[src/hw/rtl/lisk_pkg.sv]
`default_nettype none
package lisk_pkg;

   localparam int MAX_HALF  = 15;
   localparam int MAX_LEN   = 4096;
   localparam int FRAC_BITS = 16;

   localparam int CHAR_W    = 8;
   localparam int HALF_W    = 4;
   localparam int INNER_W   = 4;
   localparam int OUTER_W   = 2;
   localparam int VALUE_W   = 48;

   localparam int WIN_W     = 2 * MAX_HALF + 1;
   localparam int BIT_IDX_W = $clog2(WIN_W + 1);
   localparam int LEN_W     = BIT_IDX_W;
   localparam int COUNT_W   = $clog2(MAX_LEN + 1);
   localparam int SUM_W     = $clog2((MAX_HALF + 1) * (MAX_HALF + 1) + 1);
   localparam int DIV_W     = $clog2(WIN_W * (MAX_HALF + 1) + 1);
   localparam int FRAC_W    = FRAC_BITS + 1;
   localparam int LANES     = 4;
   localparam int LANE_W    = $clog2(LANES);
   localparam int GROUP_W   = BIT_IDX_W - LANE_W;
   localparam int CNT_W     = 5;
   localparam int CHUNK_W   = 16;
   localparam int CHUNKS    = VALUE_W / CHUNK_W;
   localparam int CHUNK_IDX_W = 2;
   localparam int PART_W    = VALUE_W + CHUNK_W;
   localparam int PROD_W    = 2 * VALUE_W;
   localparam int KEEP_W    = VALUE_W + FRAC_BITS;
   localparam int MCNT_W    = 2;

   localparam logic [VALUE_W-1:0] VALUE_MAX = {VALUE_W{1'b1}};
   localparam logic [FRAC_W-1:0]  FRAC_ONE  = FRAC_W'(1) << FRAC_BITS;

   localparam int CSR_ADDR_W = 4;
   localparam int CSR_DATA_W = 32;
   localparam int REG_IDX_W  = 2;

   localparam logic [REG_IDX_W-1:0] REG_HALF_WINDOW = 2'd0;
   localparam logic [REG_IDX_W-1:0] REG_INNER_POWER = 2'd1;
   localparam logic [REG_IDX_W-1:0] REG_OUTER_POWER = 2'd2;

   localparam logic [HALF_W-1:0]  HALF_RESET  = 4'd3;
   localparam logic [INNER_W-1:0] INNER_RESET = 4'd2;
   localparam logic [OUTER_W-1:0] OUTER_RESET = 2'd1;

   typedef enum logic [3:0] {
      ST_IDLE,
      ST_START,
      ST_SUM,
      ST_DIV,
      ST_POW,
      ST_ACC,
      ST_OLOAD,
      ST_OMUL,
      ST_OFIN,
      ST_EMIT
   } lisk_state_type;

   typedef struct packed {
      logic load;
      logic sum_clr;
      logic sum_step;
      logic cnt_clr;
      logic cnt_inc;
      logic div_step;
      logic pow_step;
      logic acc_add;
      logic out_load;
      logic omul_step;
      logic ofin;
      logic emit;
   } lisk_cmd_type;

   typedef struct packed {
      logic full;
      logic last;
      logic sum_done;
      logic div_done;
      logic inner_more;
      logic pow_last;
      logic outer_more;
      logic omul_done;
      logic ofin_more;
   } lisk_status_type;

endpackage
`default_nettype wire

[src/hw/rtl/locality_improved_string_kernel.sv]
`default_nettype none
// Locality-improved string kernel over two equal-length byte strings.
// Input channel (req_): one position per transaction, a_char and b_char,
// with last on the final position. Result channel (rsp_): one transaction
// per string, kernel_value in unsigned Q32.16 and saturated.
// Configuration through the APB port (csr_): half_window at 0x0,
// inner power at 0x4, outer power at 0x8; write only while idle.
// Per position the match bit shifts into the window; once 2L+1 positions
// have been seen, the window sum (4 lanes of the window sum per cycle),
// a radix-2 divider and one 17x17 multiply per degree step for the inner
// power (0 counts as 1) give a fraction that is added to the accumulator.
// A last position raises the accumulator to the outer power P
// (48x16 partial products, three per multiply) before the result register
// and rsp_valid are loaded.
// The result register frees the controller: a new string may start while
// a result waits; a second result waits for rsp_ready before req_ready
// rises again. Reset clears the string state and loads default registers.
module locality_improved_string_kernel
   import lisk_pkg::*;
(
   input  wire logic                  clock,
   input  wire logic                  reset,
   input  wire logic                  req_valid,
   output logic                       req_ready,
   input  wire logic [CHAR_W-1:0]     req_a_char,
   input  wire logic [CHAR_W-1:0]     req_b_char,
   input  wire logic                  req_last,
   output logic                       rsp_valid,
   input  wire logic                  rsp_ready,
   output logic [VALUE_W-1:0]         rsp_kernel_value,
   output logic                       rsp_saturated,
   input  wire logic                  csr_psel,
   input  wire logic                  csr_penable,
   input  wire logic                  csr_pwrite,
   input  wire logic [CSR_ADDR_W-1:0] csr_paddr,
   input  wire logic [CSR_DATA_W-1:0] csr_pwdata,
   output logic [CSR_DATA_W-1:0]      csr_prdata,
   output logic                       csr_pready
);

   logic [HALF_W-1:0]  half_ff, half_in;
   logic [INNER_W-1:0] inner_ff, inner_in;
   logic [OUTER_W-1:0] outer_ff, outer_in;
   logic               rsp_valid_ff, rsp_valid_in;
   logic [VALUE_W-1:0] rsp_value_ff, rsp_value_in;
   logic               rsp_sat_ff, rsp_sat_in;

   logic [REG_IDX_W-1:0] reg_idx;
   logic                 csr_write;
   logic                 out_free;
   lisk_cmd_type         cmd;
   lisk_status_type      status;
   logic [VALUE_W-1:0]   result_value;
   logic                 result_clip;

   assign csr_pready = 1'b1;
   assign csr_write  = csr_psel & csr_penable & csr_pwrite & csr_pready;
   assign reg_idx    = csr_paddr[CSR_ADDR_W-1:2];

   always_comb begin
      half_in  = half_ff;
      inner_in = inner_ff;
      outer_in = outer_ff;
      if (csr_write) begin
         unique case (reg_idx)
            REG_HALF_WINDOW: half_in  = csr_pwdata[HALF_W-1:0];
            REG_INNER_POWER: inner_in = csr_pwdata[INNER_W-1:0];
            REG_OUTER_POWER: outer_in = csr_pwdata[OUTER_W-1:0];
            default: ;
         endcase
      end
   end

   always_comb begin
      unique case (reg_idx)
         REG_HALF_WINDOW: csr_prdata = CSR_DATA_W'(half_ff);
         REG_INNER_POWER: csr_prdata = CSR_DATA_W'(inner_ff);
         REG_OUTER_POWER: csr_prdata = CSR_DATA_W'(outer_ff);
         default:         csr_prdata = '0;
      endcase
   end

   assign out_free = !rsp_valid_ff || rsp_ready;

   always_comb begin
      rsp_valid_in = rsp_valid_ff;
      rsp_value_in = rsp_value_ff;
      rsp_sat_in   = rsp_sat_ff;
      if (rsp_ready) rsp_valid_in = 1'b0;
      if (cmd.emit) begin
         rsp_valid_in = 1'b1;
         rsp_value_in = result_value;
         rsp_sat_in   = result_clip;
      end
   end

   always_ff @(posedge clock) begin
      if (reset) begin
         half_ff      <= HALF_RESET;
         inner_ff     <= INNER_RESET;
         outer_ff     <= OUTER_RESET;
         rsp_valid_ff <= 1'b0;
      end else begin
         half_ff      <= half_in;
         inner_ff     <= inner_in;
         outer_ff     <= outer_in;
         rsp_valid_ff <= rsp_valid_in;
      end
   end

   always_ff @(posedge clock) begin
      rsp_value_ff <= rsp_value_in;
      rsp_sat_ff   <= rsp_sat_in;
   end

   assign rsp_valid        = rsp_valid_ff;
   assign rsp_kernel_value = rsp_value_ff;
   assign rsp_saturated    = rsp_sat_ff;

   lisk_ctrl u_ctrl (
      .clock     (clock),
      .reset     (reset),
      .req_valid (req_valid),
      .req_ready (req_ready),
      .status    (status),
      .out_free  (out_free),
      .cmd       (cmd)
   );

   lisk_dp u_dp (
      .clock        (clock),
      .reset        (reset),
      .cmd          (cmd),
      .a_char       (req_a_char),
      .b_char       (req_b_char),
      .last         (req_last),
      .half_window  (half_ff),
      .inner_exp    (inner_ff),
      .outer_exp    (outer_ff),
      .status       (status),
      .result_value (result_value),
      .result_clip  (result_clip)
   );

endmodule
`default_nettype wire

[src/hw/rtl/lisk_ctrl.sv]
`default_nettype none
module lisk_ctrl
   import lisk_pkg::*;
(
   input  wire logic            clock,
   input  wire logic            reset,
   input  wire logic            req_valid,
   output logic                 req_ready,
   input  wire lisk_status_type status,
   input  wire logic            out_free,
   output lisk_cmd_type         cmd
);

   lisk_state_type state_ff, state_in;

   always_ff @(posedge clock) begin
      if (reset) begin
         state_ff <= ST_IDLE;
      end else begin
         state_ff <= state_in;
      end
   end

   always_comb begin
      state_in = state_ff;
      unique case (state_ff)
         ST_IDLE: begin
            if (req_valid) state_in = ST_START;
         end
         ST_START: begin
            if (status.full) state_in = ST_SUM;
            else if (status.last) state_in = ST_OLOAD;
            else state_in = ST_IDLE;
         end
         ST_SUM: begin
            if (status.sum_done) state_in = ST_DIV;
         end
         ST_DIV: begin
            if (status.div_done) state_in = status.inner_more ? ST_POW : ST_ACC;
         end
         ST_POW: begin
            if (status.pow_last) state_in = ST_ACC;
         end
         ST_ACC: begin
            state_in = status.last ? ST_OLOAD : ST_IDLE;
         end
         ST_OLOAD: begin
            state_in = status.outer_more ? ST_OMUL : ST_EMIT;
         end
         ST_OMUL: begin
            if (status.omul_done) state_in = ST_OFIN;
         end
         ST_OFIN: begin
            state_in = status.ofin_more ? ST_OMUL : ST_EMIT;
         end
         ST_EMIT: begin
            if (out_free) state_in = ST_IDLE;
         end
         default: state_in = ST_IDLE;
      endcase
   end

   always_comb begin
      cmd = '0;
      req_ready = 1'b0;
      unique case (state_ff)
         ST_IDLE: begin
            req_ready = 1'b1;
            cmd.load = req_valid;
         end
         ST_START: begin
            cmd.sum_clr = status.full;
            cmd.cnt_clr = 1'b1;
         end
         ST_SUM: begin
            cmd.sum_step = 1'b1;
            cmd.cnt_inc = 1'b1;
            cmd.cnt_clr = status.sum_done;
         end
         ST_DIV: begin
            cmd.div_step = 1'b1;
            cmd.cnt_inc = 1'b1;
            cmd.cnt_clr = status.div_done;
         end
         ST_POW: begin
            cmd.pow_step = 1'b1;
            cmd.cnt_inc = 1'b1;
         end
         ST_ACC: begin
            cmd.acc_add = 1'b1;
         end
         ST_OLOAD: begin
            cmd.out_load = 1'b1;
            cmd.cnt_clr = 1'b1;
         end
         ST_OMUL: begin
            cmd.omul_step = 1'b1;
            cmd.cnt_inc = 1'b1;
         end
         ST_OFIN: begin
            cmd.ofin = 1'b1;
            cmd.cnt_clr = 1'b1;
         end
         ST_EMIT: begin
            cmd.emit = out_free;
         end
         default: cmd = '0;
      endcase
   end

endmodule
`default_nettype wire

[src/hw/rtl/lisk_dp.sv]
`default_nettype none
module lisk_dp
   import lisk_pkg::*;
(
   input  wire logic               clock,
   input  wire logic               reset,
   input  wire lisk_cmd_type       cmd,
   input  wire logic [CHAR_W-1:0]  a_char,
   input  wire logic [CHAR_W-1:0]  b_char,
   input  wire logic               last,
   input  wire logic [HALF_W-1:0]  half_window,
   input  wire logic [INNER_W-1:0] inner_exp,
   input  wire logic [OUTER_W-1:0] outer_exp,
   output lisk_status_type         status,
   output logic [VALUE_W-1:0]      result_value,
   output logic                    result_clip
);

   logic [WIN_W-1:0]   window_ff, window_in;
   logic [COUNT_W-1:0] count_ff, count_in;
   logic               last_ff, last_in;
   logic [SUM_W-1:0]   sum_ff, sum_in;
   logic [CNT_W-1:0]   cnt_ff, cnt_in;
   logic [DIV_W-1:0]   rem_ff, rem_in;
   logic [FRAC_W-1:0]  q_ff, q_in;
   logic [FRAC_W-1:0]  p_ff, p_in;
   logic [VALUE_W-1:0] acc_ff, acc_in;
   logic [VALUE_W-1:0] r_ff, r_in;
   logic               clip_ff, clip_in;
   logic [PROD_W-1:0]  prod_ff, prod_in;
   logic [MCNT_W-1:0]  mcnt_ff, mcnt_in;

   logic [LEN_W-1:0]     wlen;
   logic [LEN_W-1:0]     half_p1;
   logic [2*LEN_W-1:0]   div_full;
   logic [DIV_W-1:0]     divisor;
   logic [INNER_W-1:0]   inner_eff;
   logic [OUTER_W-1:0]   outer_eff;
   logic [WIN_W:0]       win_ext;
   logic [SUM_W-1:0]     part;
   logic [DIV_W-1:0]     sum_ext;
   logic                 ge_int;
   logic [DIV_W:0]       rem_sh;
   logic                 ge_frac;
   logic                 q_bit;
   logic [2*FRAC_W-1:0]  pow_full;
   logic [VALUE_W:0]     acc_sum;
   logic [CHUNK_IDX_W-1:0] chunk_sel;
   logic [CHUNK_W-1:0]   chunk;
   logic [PART_W-1:0]    part_prod;
   logic                 over;

   assign wlen      = {half_window, 1'b1};
   assign half_p1   = LEN_W'(half_window) + LEN_W'(1);
   assign div_full  = wlen * half_p1;
   assign divisor   = div_full[DIV_W-1:0];
   assign inner_eff = (inner_exp == '0) ? INNER_W'(1) : inner_exp;
   assign outer_eff = (outer_exp == '0) ? OUTER_W'(1) : outer_exp;
   assign win_ext   = {1'b0, window_ff};

   always_comb begin
      logic [BIT_IDX_W-1:0] b;
      logic [BIT_IDX_W:0]   up;
      logic [BIT_IDX_W:0]   down;
      part = '0;
      for (int j = 0; j < LANES; j++) begin
         b = {cnt_ff[GROUP_W-1:0], LANE_W'(j)};
         up = {1'b0, b} + (BIT_IDX_W + 1)'(1);
         down = {1'b0, wlen} - {1'b0, b};
         if ((b < wlen) && win_ext[b]) begin
            part = part + SUM_W'((up < down) ? up : down);
         end
      end
   end

   assign sum_ext = DIV_W'(sum_ff);
   assign ge_int  = sum_ext >= divisor;
   assign rem_sh  = {rem_ff, 1'b0};
   assign ge_frac = rem_sh >= {1'b0, divisor};
   assign q_bit   = (cnt_ff == '0) ? ge_int : ge_frac;

   assign pow_full = p_ff * q_ff;
   assign acc_sum  = {1'b0, acc_ff} + (VALUE_W + 1)'(p_ff);

   assign chunk_sel = CHUNK_IDX_W'(CHUNKS - 1) - cnt_ff[CHUNK_IDX_W-1:0];
   assign chunk     = acc_ff[chunk_sel * CHUNK_W +: CHUNK_W];
   assign part_prod = r_ff * chunk;
   assign over      = |prod_ff[PROD_W-1:KEEP_W];

   always_comb begin
      window_in = window_ff;
      count_in  = count_ff;
      last_in   = last_ff;
      sum_in    = sum_ff;
      cnt_in    = cnt_ff;
      rem_in    = rem_ff;
      q_in      = q_ff;
      p_in      = p_ff;
      acc_in    = acc_ff;
      r_in      = r_ff;
      clip_in   = clip_ff;
      prod_in   = prod_ff;
      mcnt_in   = mcnt_ff;

      if (cmd.load) begin
         window_in = {window_ff[WIN_W-2:0], a_char == b_char};
         if (count_ff < COUNT_W'(MAX_LEN)) count_in = count_ff + COUNT_W'(1);
         last_in = last;
      end
      if (cmd.sum_clr) sum_in = '0;
      if (cmd.sum_step) sum_in = sum_ff + part;
      if (cmd.cnt_inc) cnt_in = cnt_ff + CNT_W'(1);
      if (cmd.cnt_clr) cnt_in = '0;
      if (cmd.div_step) begin
         if (cnt_ff == '0) begin
            rem_in = ge_int ? sum_ext - divisor : sum_ext;
         end else begin
            rem_in = DIV_W'(ge_frac ? rem_sh - {1'b0, divisor} : rem_sh);
         end
         q_in = {q_ff[FRAC_W-2:0], q_bit};
         p_in = {q_ff[FRAC_W-2:0], q_bit};
      end
      if (cmd.pow_step) p_in = pow_full[FRAC_BITS +: FRAC_W];
      if (cmd.acc_add) acc_in = acc_sum[VALUE_W] ? VALUE_MAX : acc_sum[VALUE_W-1:0];
      if (cmd.out_load) begin
         r_in    = acc_ff;
         clip_in = acc_ff == VALUE_MAX;
         mcnt_in = '0;
      end
      if (cmd.omul_step) begin
         prod_in = ((cnt_ff == '0) ? '0 : (prod_ff << CHUNK_W)) + PROD_W'(part_prod);
      end
      if (cmd.ofin) begin
         r_in    = over ? VALUE_MAX : prod_ff[FRAC_BITS +: VALUE_W];
         clip_in = clip_ff | over;
         mcnt_in = mcnt_ff + MCNT_W'(1);
      end
      if (cmd.emit) begin
         window_in = '0;
         count_in  = '0;
         acc_in    = '0;
      end
   end

   always_ff @(posedge clock) begin
      if (reset) begin
         window_ff <= '0;
         count_ff  <= '0;
         acc_ff    <= '0;
         last_ff   <= 1'b0;
         cnt_ff    <= '0;
         mcnt_ff   <= '0;
      end else begin
         window_ff <= window_in;
         count_ff  <= count_in;
         acc_ff    <= acc_in;
         last_ff   <= last_in;
         cnt_ff    <= cnt_in;
         mcnt_ff   <= mcnt_in;
      end
   end

   always_ff @(posedge clock) begin
      sum_ff  <= sum_in;
      rem_ff  <= rem_in;
      q_ff    <= q_in;
      p_ff    <= p_in;
      r_ff    <= r_in;
      clip_ff <= clip_in;
      prod_ff <= prod_in;
   end

   always_comb begin
      status.full       = count_ff >= COUNT_W'(wlen);
      status.last       = last_ff;
      status.sum_done   = cnt_ff[GROUP_W-1:0] == half_window[HALF_W-1:1];
      status.div_done   = cnt_ff == CNT_W'(FRAC_BITS);
      status.inner_more = inner_eff > INNER_W'(1);
      status.pow_last   = (CNT_W'(cnt_ff) + CNT_W'(2)) >= CNT_W'(inner_eff);
      status.outer_more = outer_eff > OUTER_W'(1);
      status.omul_done  = cnt_ff[CHUNK_IDX_W-1:0] == CHUNK_IDX_W'(CHUNKS - 1);
      status.ofin_more  = (3'(mcnt_ff) + 3'd2) < 3'(outer_eff);
   end

   assign result_value = r_ff;
   assign result_clip  = clip_ff;

`ifndef ASSERT_OFF
   a_rem_below_divisor: assert property (@(posedge clock) disable iff (reset)
      cmd.div_step |=> rem_ff < divisor)
      else $error("remainder not below divisor after division step");

   a_frac_in_range: assert property (@(posedge clock) disable iff (reset)
      cmd.acc_add |-> p_ff <= FRAC_ONE)
      else $error("window fraction above one");

   a_clear_after_emit: assert property (@(posedge clock) disable iff (reset)
      cmd.emit |=> (count_ff == '0) && (acc_ff == '0) && (window_ff == '0))
      else $error("string state not cleared after result");
`endif

endmodule
`default_nettype wire
[config.mk]
export PLATFORM = sky130hd
export DESIGN_NAME = locality_improved_string_kernel
export DESIGN_NICKNAME = d
export VERILOG_FILES = /design/src/hw/rtl/lisk_pkg.sv /design/src/hw/rtl/locality_improved_string_kernel.sv /design/src/hw/rtl/lisk_ctrl.sv /design/src/hw/rtl/lisk_dp.sv
export SDC_FILE = /design/constraint.sdc
export NUM_CORES = 2
export LEC_CHECK = 0
export BUFFER_PORTS_ARGS = -buffer_cell sky130_fd_sc_hd__buf_2
export CORE_MARGIN = 3
export CORE_UTILIZATION = 45
export CTS_CLUSTER_SIZE = 24
export DETAILED_ROUTE_END_ITERATION = 8
export MAX_ROUTING_LAYER = met4
export PLACE_DENSITY = 0.6
export SETUP_SLACK_MARGIN = 0.3
export SLEW_MARGIN = 10
export SYNTH_ARGS = -nofsm -noshare
export SYNTH_HDL_FRONTEND = slang
export SYNTH_HIERARCHICAL = 1
export SYNTH_SLANG_ARGS = --single-unit
export TNS_END_PERCENT = 30
[constraint.sdc]
create_clock -name clock -period 8.4 [get_ports clock]
set_input_delay 0.84 -clock clock [delete_from_list [all_inputs] [get_ports clock]]
set_output_delay 0.84 -clock clock [all_outputs]
set_load 0.005 [all_outputs]
[Word level (Yosys, flattened, before mapping)]
Index checks and enable logic that the tools add are counted.
Storage, ports and cells
  bits in registers: 361
  logic and storage cells: 180
Operators by class
  $add $sub $neg: 23
  $mul: 3
  $lt $le $gt $ge: 20
  equal/unequal tests: 22
  shift-type cells: 1
  muxes and demuxes: 63
  bitwise gates (word level): 3
  reduce and logical (&&, ||, !) cells: 25
Operator list (count)
  48-bit 2-to-1 mux: 4
  96-bit by 64-bit adder with 96-bit output: 1
  96-bit 2-to-1 mux: 1
  9-bit 2-to-1 mux: 9
  48-bit by 16-bit multiplier with 64-bit output: 1
  48-bit by 17-bit adder with 49-bit output: 1
  48-bit equality test (second input constant): 1
  48-bit by 7-bit variable part select with 16-bit output: 1
  4-bit 2-to-1 mux: 10
  4-bit case mux with 10 select lines: 1
  9-bit adder: 4
  17-bit 2-to-1 mux: 2
  17-bit by 17-bit multiplier with 33-bit output: 1
  32-bit OR reduction: 1
  5-bit by 1-bit adder with 6-bit output (second input constant): 4
  5-bit by 6-bit less-than comparator with 1-bit output (second input constant): 4
  6-bit less-than comparator: 4
  6-bit 2-to-1 mux: 4
  5-bit by 5-bit subtractor with 6-bit output: 4
  1-bit 2-to-1 mux: 22
  5-bit less-than comparator: 4
  9-bit subtractor: 2
  4-bit by 3-bit equality test with 1-bit output (second input constant): 4
  13-bit by 1-bit adder with 13-bit output (second input constant): 1
  other kinds (44): 69

[Depth between registers and ports, before layout]
  depth after elaboration: 12
  mapped depth: 37

[Cells and area by module]
Netlist, hierarchy kept.
By module, submodules not included
  lisk_dp: instances 1, cells an instance 5820, area each 52002.4 µm²
  locality_improved_string_kernel: instances 1, cells an instance 138, area each 2239.6 µm²
  lisk_ctrl: instances 1, cells an instance 81, area each 513.0 µm²

[Worst setup path before layout]
OpenSTA, ideal clock, no wires.
  kind: register to register
  start point: register u_dp.cnt_ff[0]
  end point: register u_dp.prod_ff[88], data pin
  library setup time: 0.270 ns
  arrival time: 8.756 ns
  data required time: 8.130 ns
  path slack: -0.626 ns
  stages on the path, launching flop included: 38
  buffers on the path: 10
  period minus slack after synthesis: 9.026 ns
  path through: dfxtp_1 > buf_4 > clkbuf_1 > inv_1 > ha_1 > clkbuf_1 > and2_1 > clkbuf_1 > clkbuf_1 > nand2_1 > o21ai_0 > clkbuf_1 > clkbuf_1 > nand2_1 > fa_1 > inv_1 > fa_1 > inv_1 > (+2 left out) > fa_1 > fa_1 > inv_1 > fa_1 > inv_1 > ha_1 > buf_2 > nand2_1 > o21ai_2 > a21oi_1 > o311ai_0 > nor2_1 > a211oi_2 > o21ai_2 > buf_6 > buf_4 > o31ai_1 > a21oi_1
On the way
  word-level cells in the longest chain between the ends: 4
  elaborated cells on any way between the ends: 6
  those cells by class: add/sub (2); mul (1); shift (1); mux (1); reduce/logical (1)
Ends and longest elaborated chain
  from (decl): line lisk_dp.sv:23  | logic [CNT_W-1:0] cnt_ff, cnt_in;
  from (signal assigned): line lisk_dp.sv:158  | cnt_ff <= cnt_in;
  2-bit subtractor: line lisk_dp.sv:85  | assign chunk_sel = CHUNK_IDX_W'(CHUNKS - 1) - cnt_ff[CHUNK_IDX_W-1:0];
  48-bit by 7-bit variable part select with 16-bit output: line lisk_dp.sv:86  | assign chunk = acc_ff[chunk_sel * CHUNK_W +: CHUNK_W];
  48-bit by 16-bit multiplier with 64-bit output: line lisk_dp.sv:87  | assign part_prod = r_ff * chunk;
  96-bit by 64-bit adder with 96-bit output *: line lisk_dp.sv:131  | prod_in = ((cnt_ff == '0) ? '0 : (prod_ff << CHUNK_W)) + PROD_W'(part_prod);
  to (signal assigned): line lisk_dp.sv:170  | prod_ff <= prod_in;
  to (decl): line lisk_dp.sv:30  | logic [PROD_W-1:0] prod_ff, prod_in;
Mark *: on every way between the ends. The rest lies on a longest branch, timed or not.
A chain may end at the register's enable or synchronous reset.

[Worst setup path in the final report]
  start point: register u_dp.cnt_ff[0]
  end point: register u_dp.prod_ff[66], data pin
The elaborated chain is that of the path after synthesis.

==> run summary <==
The flow ran to the end, and the final reports show no timing, DRC or antenna violations. The core region is 120300 um2. The level count of the clock H-tree is 2. The worst path uses a little over nine tenths of the clock period. The die boundary width is 354.8 um. The area of the die came out at 125900 um2. The hold buffer count at cts is 0. The final-report setup violation count came out at 0. The layout cell share with drive strength beyond 1 is 8.587%. For this block, the via count after detailed routing is 40981. Of all nets on the critical path, the largest fanout is 18. The share of the yosys chip area belonging to registers came out at 17.70%.

The fraction of registers with async set or reset after synthesis is 0%. The filler cell count came out at 11299. The global-route wire length before repair is around 240 mm. The pin count of the biggest net entering global routing came out at between 70 and 80.

The clock passes through at most 3 buffers. The delay contributed by the slowest stage of the critical path is 530 ps. Setup slack on the worst reg-to-reg path comes out at 410 ps.

Port buffering added 84 buffers. The most used flip-flop cell after synthesis is sky130_fd_sc_hd__edfxtp_1. The final sum of negative setup slack came out at 0 ps. Registers take 9693 um2. The number of violations reported at the end of detailed-routing iteration 0 came out at 2798. The number of distinct library cell variants in the gate-level netlist after synthesis came out at 102. The number of placed I/O pins came out at between 100 and 150. The final RePlAce weighted congestion is 0.9469. The count of final hold-check violations is 0. The via count of the first global-routing pass was 42578. On the critical path, the stage with the largest delay is an instance of sky130_fd_sc_hd__fa_1. Sorting the synthesized cells by area gives the leading types as sky130_fd_sc_hd__fa_1 34%, sky130_fd_sc_hd__edfxtp_1 13%, sky130_fd_sc_hd__ha_1 8.2%, sky130_fd_sc_hd__inv_1 8.1%, sky130_fd_sc_hd__nand2_1 6.4%. The number of standard cells after synthesis came out at 6039. STA classifies the critical path endpoint as a flop.

The time the final worst path needs with I/O delays and setup is 7995 ps. Setup repair after global routing could not meet its margin everywhere. The area growth from synthesis to layout came out at 9.997%. The initial antenna violation count is 0. The count of clock tree sinks is approximately 360.

TritonCTS built the clock tree. The count of nets left with antenna violations once routing finished came out at 0. The overall global routing resource usage is 24.48%. By instance count, the cell type seen most on the critical path is sky130_fd_sc_hd__fa_1. The remaining global-route overflow came out at 0. Summing every instance area after synthesis gives 54760 um2. The height of the die is 354.8 um. The fraction of the core area covered by cells at the end of the flow is 50.07%.

The required arrival time at the worst endpoint is about 8900 ps. Before antenna repair, the detailed router went through 5 iterations. The area used by multi-input combinational logic came out at 39910 um2.

The number of enable flip-flop cells after synthesis came out at 246. The half-perimeter wire length of the detailed placement result is 111.7 mm. The slew at the pin with the worst max-slew slack is 1107 ps. The number of max-slew violations in the final report came to 0. The flip-flop and latch count after synthesis is 361. The critical path is of the flop to flop type. During synthesis, Yosys emitted a total of 6 warnings. Data on the critical path arrives at its endpoint at 8460 ps.

The buffer type at the clock tree root is sky130_fd_sc_hd__clkbuf_16. The routed wire length per instance is 19.62 um. The routed design has 151.6 mm of wire. The largest total area in the synthesized netlist belongs to sky130_fd_sc_hd__fa_1.

The number of cell rows came out at 127. In this run, CTS created clock tree buffers numbering 47. The register clock-pin slew on the reported worst setup and hold paths came out at 60 ps.

The maximum ir drop on the vdd rail came out at between 100 and 150 uV. The worst setup path is launched from a flop. The setup clock skew after layout came out at between 40 and 50 ps. Dividing the detail-routed via count by the number of cells gives 5.303. The area share of the largest cell type after synthesis is between 30 and 40%. The clock insertion delay at the later pin of the skew report is 670 ps. The number of nets at the end of the flow is 7423. After detailed routing, the number of remaining DRC violations is 0. The power density normalized to cell area came out at 86.47 nW/um2. Once the floorplan was initialized, standard cells occupied 45.52% of the core. The path class of the tightest hold or removal check is input port to flop.

The max-cap check violation count is 0. The tightest slew margin relative to the limit is between 20% and 30%. Timing would allow up to 125.1 MHz. Summing internal, switching and leakage power gives approximately 5.2 mW.

The synthesized area divided by synthesized cell count is 9.067 um2. The leakage power is roughly 29 nW.
==> synth_stat cells, drive strengths merged, types with 51 or more instances <==
master  instances
ha            360
clkbuf        249
inv          1177
buf            71
nor3           52
nand2         934
nor2          273
fa            928
o21ai         144
edfxtp        246
nand4          51
nand3          53
dfxtp         115
mux2i          87
xnor2         100
a21oi         269
and2          372
xor2           70
a21o           66
==> path summary, 6_finish.rpt <==
| kind | from | endpoint | cells after the start |
|---|---|---|---|
| max | u_dp/cnt_ff[0]$_SDFFE_PP0P_ | u_dp/prod_ff[66]$_DFFE_PP_ | 30 |
| min | req_last | u_dp/last_ff$_SDFFE_PP0P_ | 3 |
| max reg2reg | u_dp/cnt_ff[0]$_SDFFE_PP0P_ | u_dp/prod_ff[66]$_DFFE_PP_ | 30 |
| min reg2reg | u_dp/mcnt_ff[1]$_SDFFE_PP0P_ | u_dp/mcnt_ff[1]$_SDFFE_PP0P_ | 1 |
==> per-layer routing <==
metal	GRT usage, %	part of all wire (%)	vias to the layer above
met5	-	0	-
met4	6.331	3.2	0
met3	2.742	5.4	208
met2	40.27	49	1087
met1	32.44	43	20891
li1	-	-	18795
==> layout make-up <==
type | count | share of cell area [%]
antenna | 2 | 0.008310
clock buffer | 60 | 2.102
clock inverter | 28 | 0.5692
inverter | 1178 | 7.342
multi-input combinational | 4209 | 66.27
sequential | 361 | 16.09
tap | 1612 | 3.349
timing repair buffer | 278 | 4.267
==> logic make-up (layout without fill, tap and decap cells) <==
logic type               after synthesis  count (layout)  synth area share [%]
multiplexers                         114             114                 2.290
other                                  3              34               0.02056
flip-flops                           361             361                 17.70
buffers and inverters               1498            1544                 10.63
XOR/XNOR                             170             170                 2.719
adder cells (fa/ha/maj)             1288            1288                 42.16
AO/OA/AOI/OAI                        670             670                 7.744
AND/OR/NAND/NOR                     1935            1935                 16.74
==> flip-flops by register name, summed over array words and instances, names as in the netlist <==
register / flops
half_ff: 4
inner_ff: 4
u_ctrl/state_ff: 4
u_dp/p_ff: 17
rsp_saturated: 1
u_dp/acc_ff: 48
u_dp/mcnt_ff: 2
u_dp/result_value: 48
u_dp/window_ff: 31
rsp_kernel_value: 48
u_dp/count_ff: 13
u_dp/q_ff: 17
u_dp/prod_ff: 96
rsp_valid: 1
u_dp/last_ff: 1
u_dp/cnt_ff: 5
u_dp/sum_ext: 9
u_dp/rem_ff: 9
outer_ff: 2
u_dp/result_clip: 1
==> placed cells by master, fill, tap and decap left out, types with 19 or more instances in the layout <==
cell type / synthesis / layout
sky130_fd_sc_hd__and2_1: 371 / 368
sky130_fd_sc_hd__edfxtp_1: 246 / 246
sky130_fd_sc_hd__clkbuf_16: 0 / 60
sky130_fd_sc_hd__nor2b_1: 25 / 25
sky130_fd_sc_hd__or3_1: 23 / 23
sky130_fd_sc_hd__buf_2: 27 / 84
sky130_fd_sc_hd__nor4_1: 26 / 25
sky130_fd_sc_hd__a21oi_1: 257 / 249
sky130_fd_sc_hd__dfxtp_1: 115 / 114
sky130_fd_sc_hd__buf_4: 33 / 138
sky130_fd_sc_hd__and3_1: 28 / 28
sky130_fd_sc_hd__fa_1: 928 / 921
sky130_fd_sc_hd__nand4_1: 49 / 49
sky130_fd_sc_hd__a31oi_1: 28 / 28
sky130_fd_sc_hd__nand2_1: 932 / 930
sky130_fd_sc_hd__nor2_1: 271 / 268
sky130_fd_sc_hd__nand3_1: 52 / 51
sky130_fd_sc_hd__o21bai_1: 28 / 28
sky130_fd_sc_hd__o21ai_0: 135 / 113
sky130_fd_sc_hd__buf_12: 1 / 33
sky130_fd_sc_hd__conb_1: 3 / 32
sky130_fd_sc_hd__a21o_1: 66 / 66
sky130_fd_sc_hd__mux2_2: 19 / 19
sky130_fd_sc_hd__nor3_1: 45 / 45
sky130_fd_sc_hd__xnor2_1: 100 / 100
sky130_fd_sc_hd__ha_1: 360 / 344
sky130_fd_sc_hd__o21a_1: 20 / 20
sky130_fd_sc_hd__xor2_1: 70 / 70
sky130_fd_sc_hd__inv_1: 1177 / 1175
sky130_fd_sc_hd__nand2b_1: 34 / 34
sky130_fd_sc_hd__mux2i_1: 87 / 82
==> worst max-delay path: cells and delay by family (launching register included) <==
kind | cells | cell delay, ps
adders and majority gates | 8 | 3670
AOI/OAI and AO/OA | 6 | 1760
buffers and inverters | 12 | 1310
and+or+nand+nor | 3 | 480
DFF | 1 | 360
muxes | 1 | 180
==> power by group <==
part / leakage, nW / internal [mW] / switching (mW)
combinational: 24.7 / 0.496 / 0.650
sequential: 3.13 / 1.89 / 0.0251
clock: 0.782 / 1.21 / 0.934
==> what timing repair did <==
item / CTS / global route
pin swaps: 5 / 35
cloned: 1 / 15
buffers inserted: 7 / 30
endpoints found under the setup margin: 32 / 39
gates resized for setup: 5 / 78
==> metrics by stage <==
stage          cell area [um2]  setup slack (ps)  instances  hold WS (ps)
6_report                 60230             405.1       7728         416.7
5_1_grt                  60220             189.0       7726         417.8
4_1_cts                  59160             327.8       7681         364.8
3_5_place_dp             57420             74.56       7585         463.4
3_3_place_gp             57420             129.2       7585         452.6
2_1_floorplan            54910             294.9       6068         420.8
Note: power is estimated with default switching activity, not from simulation.
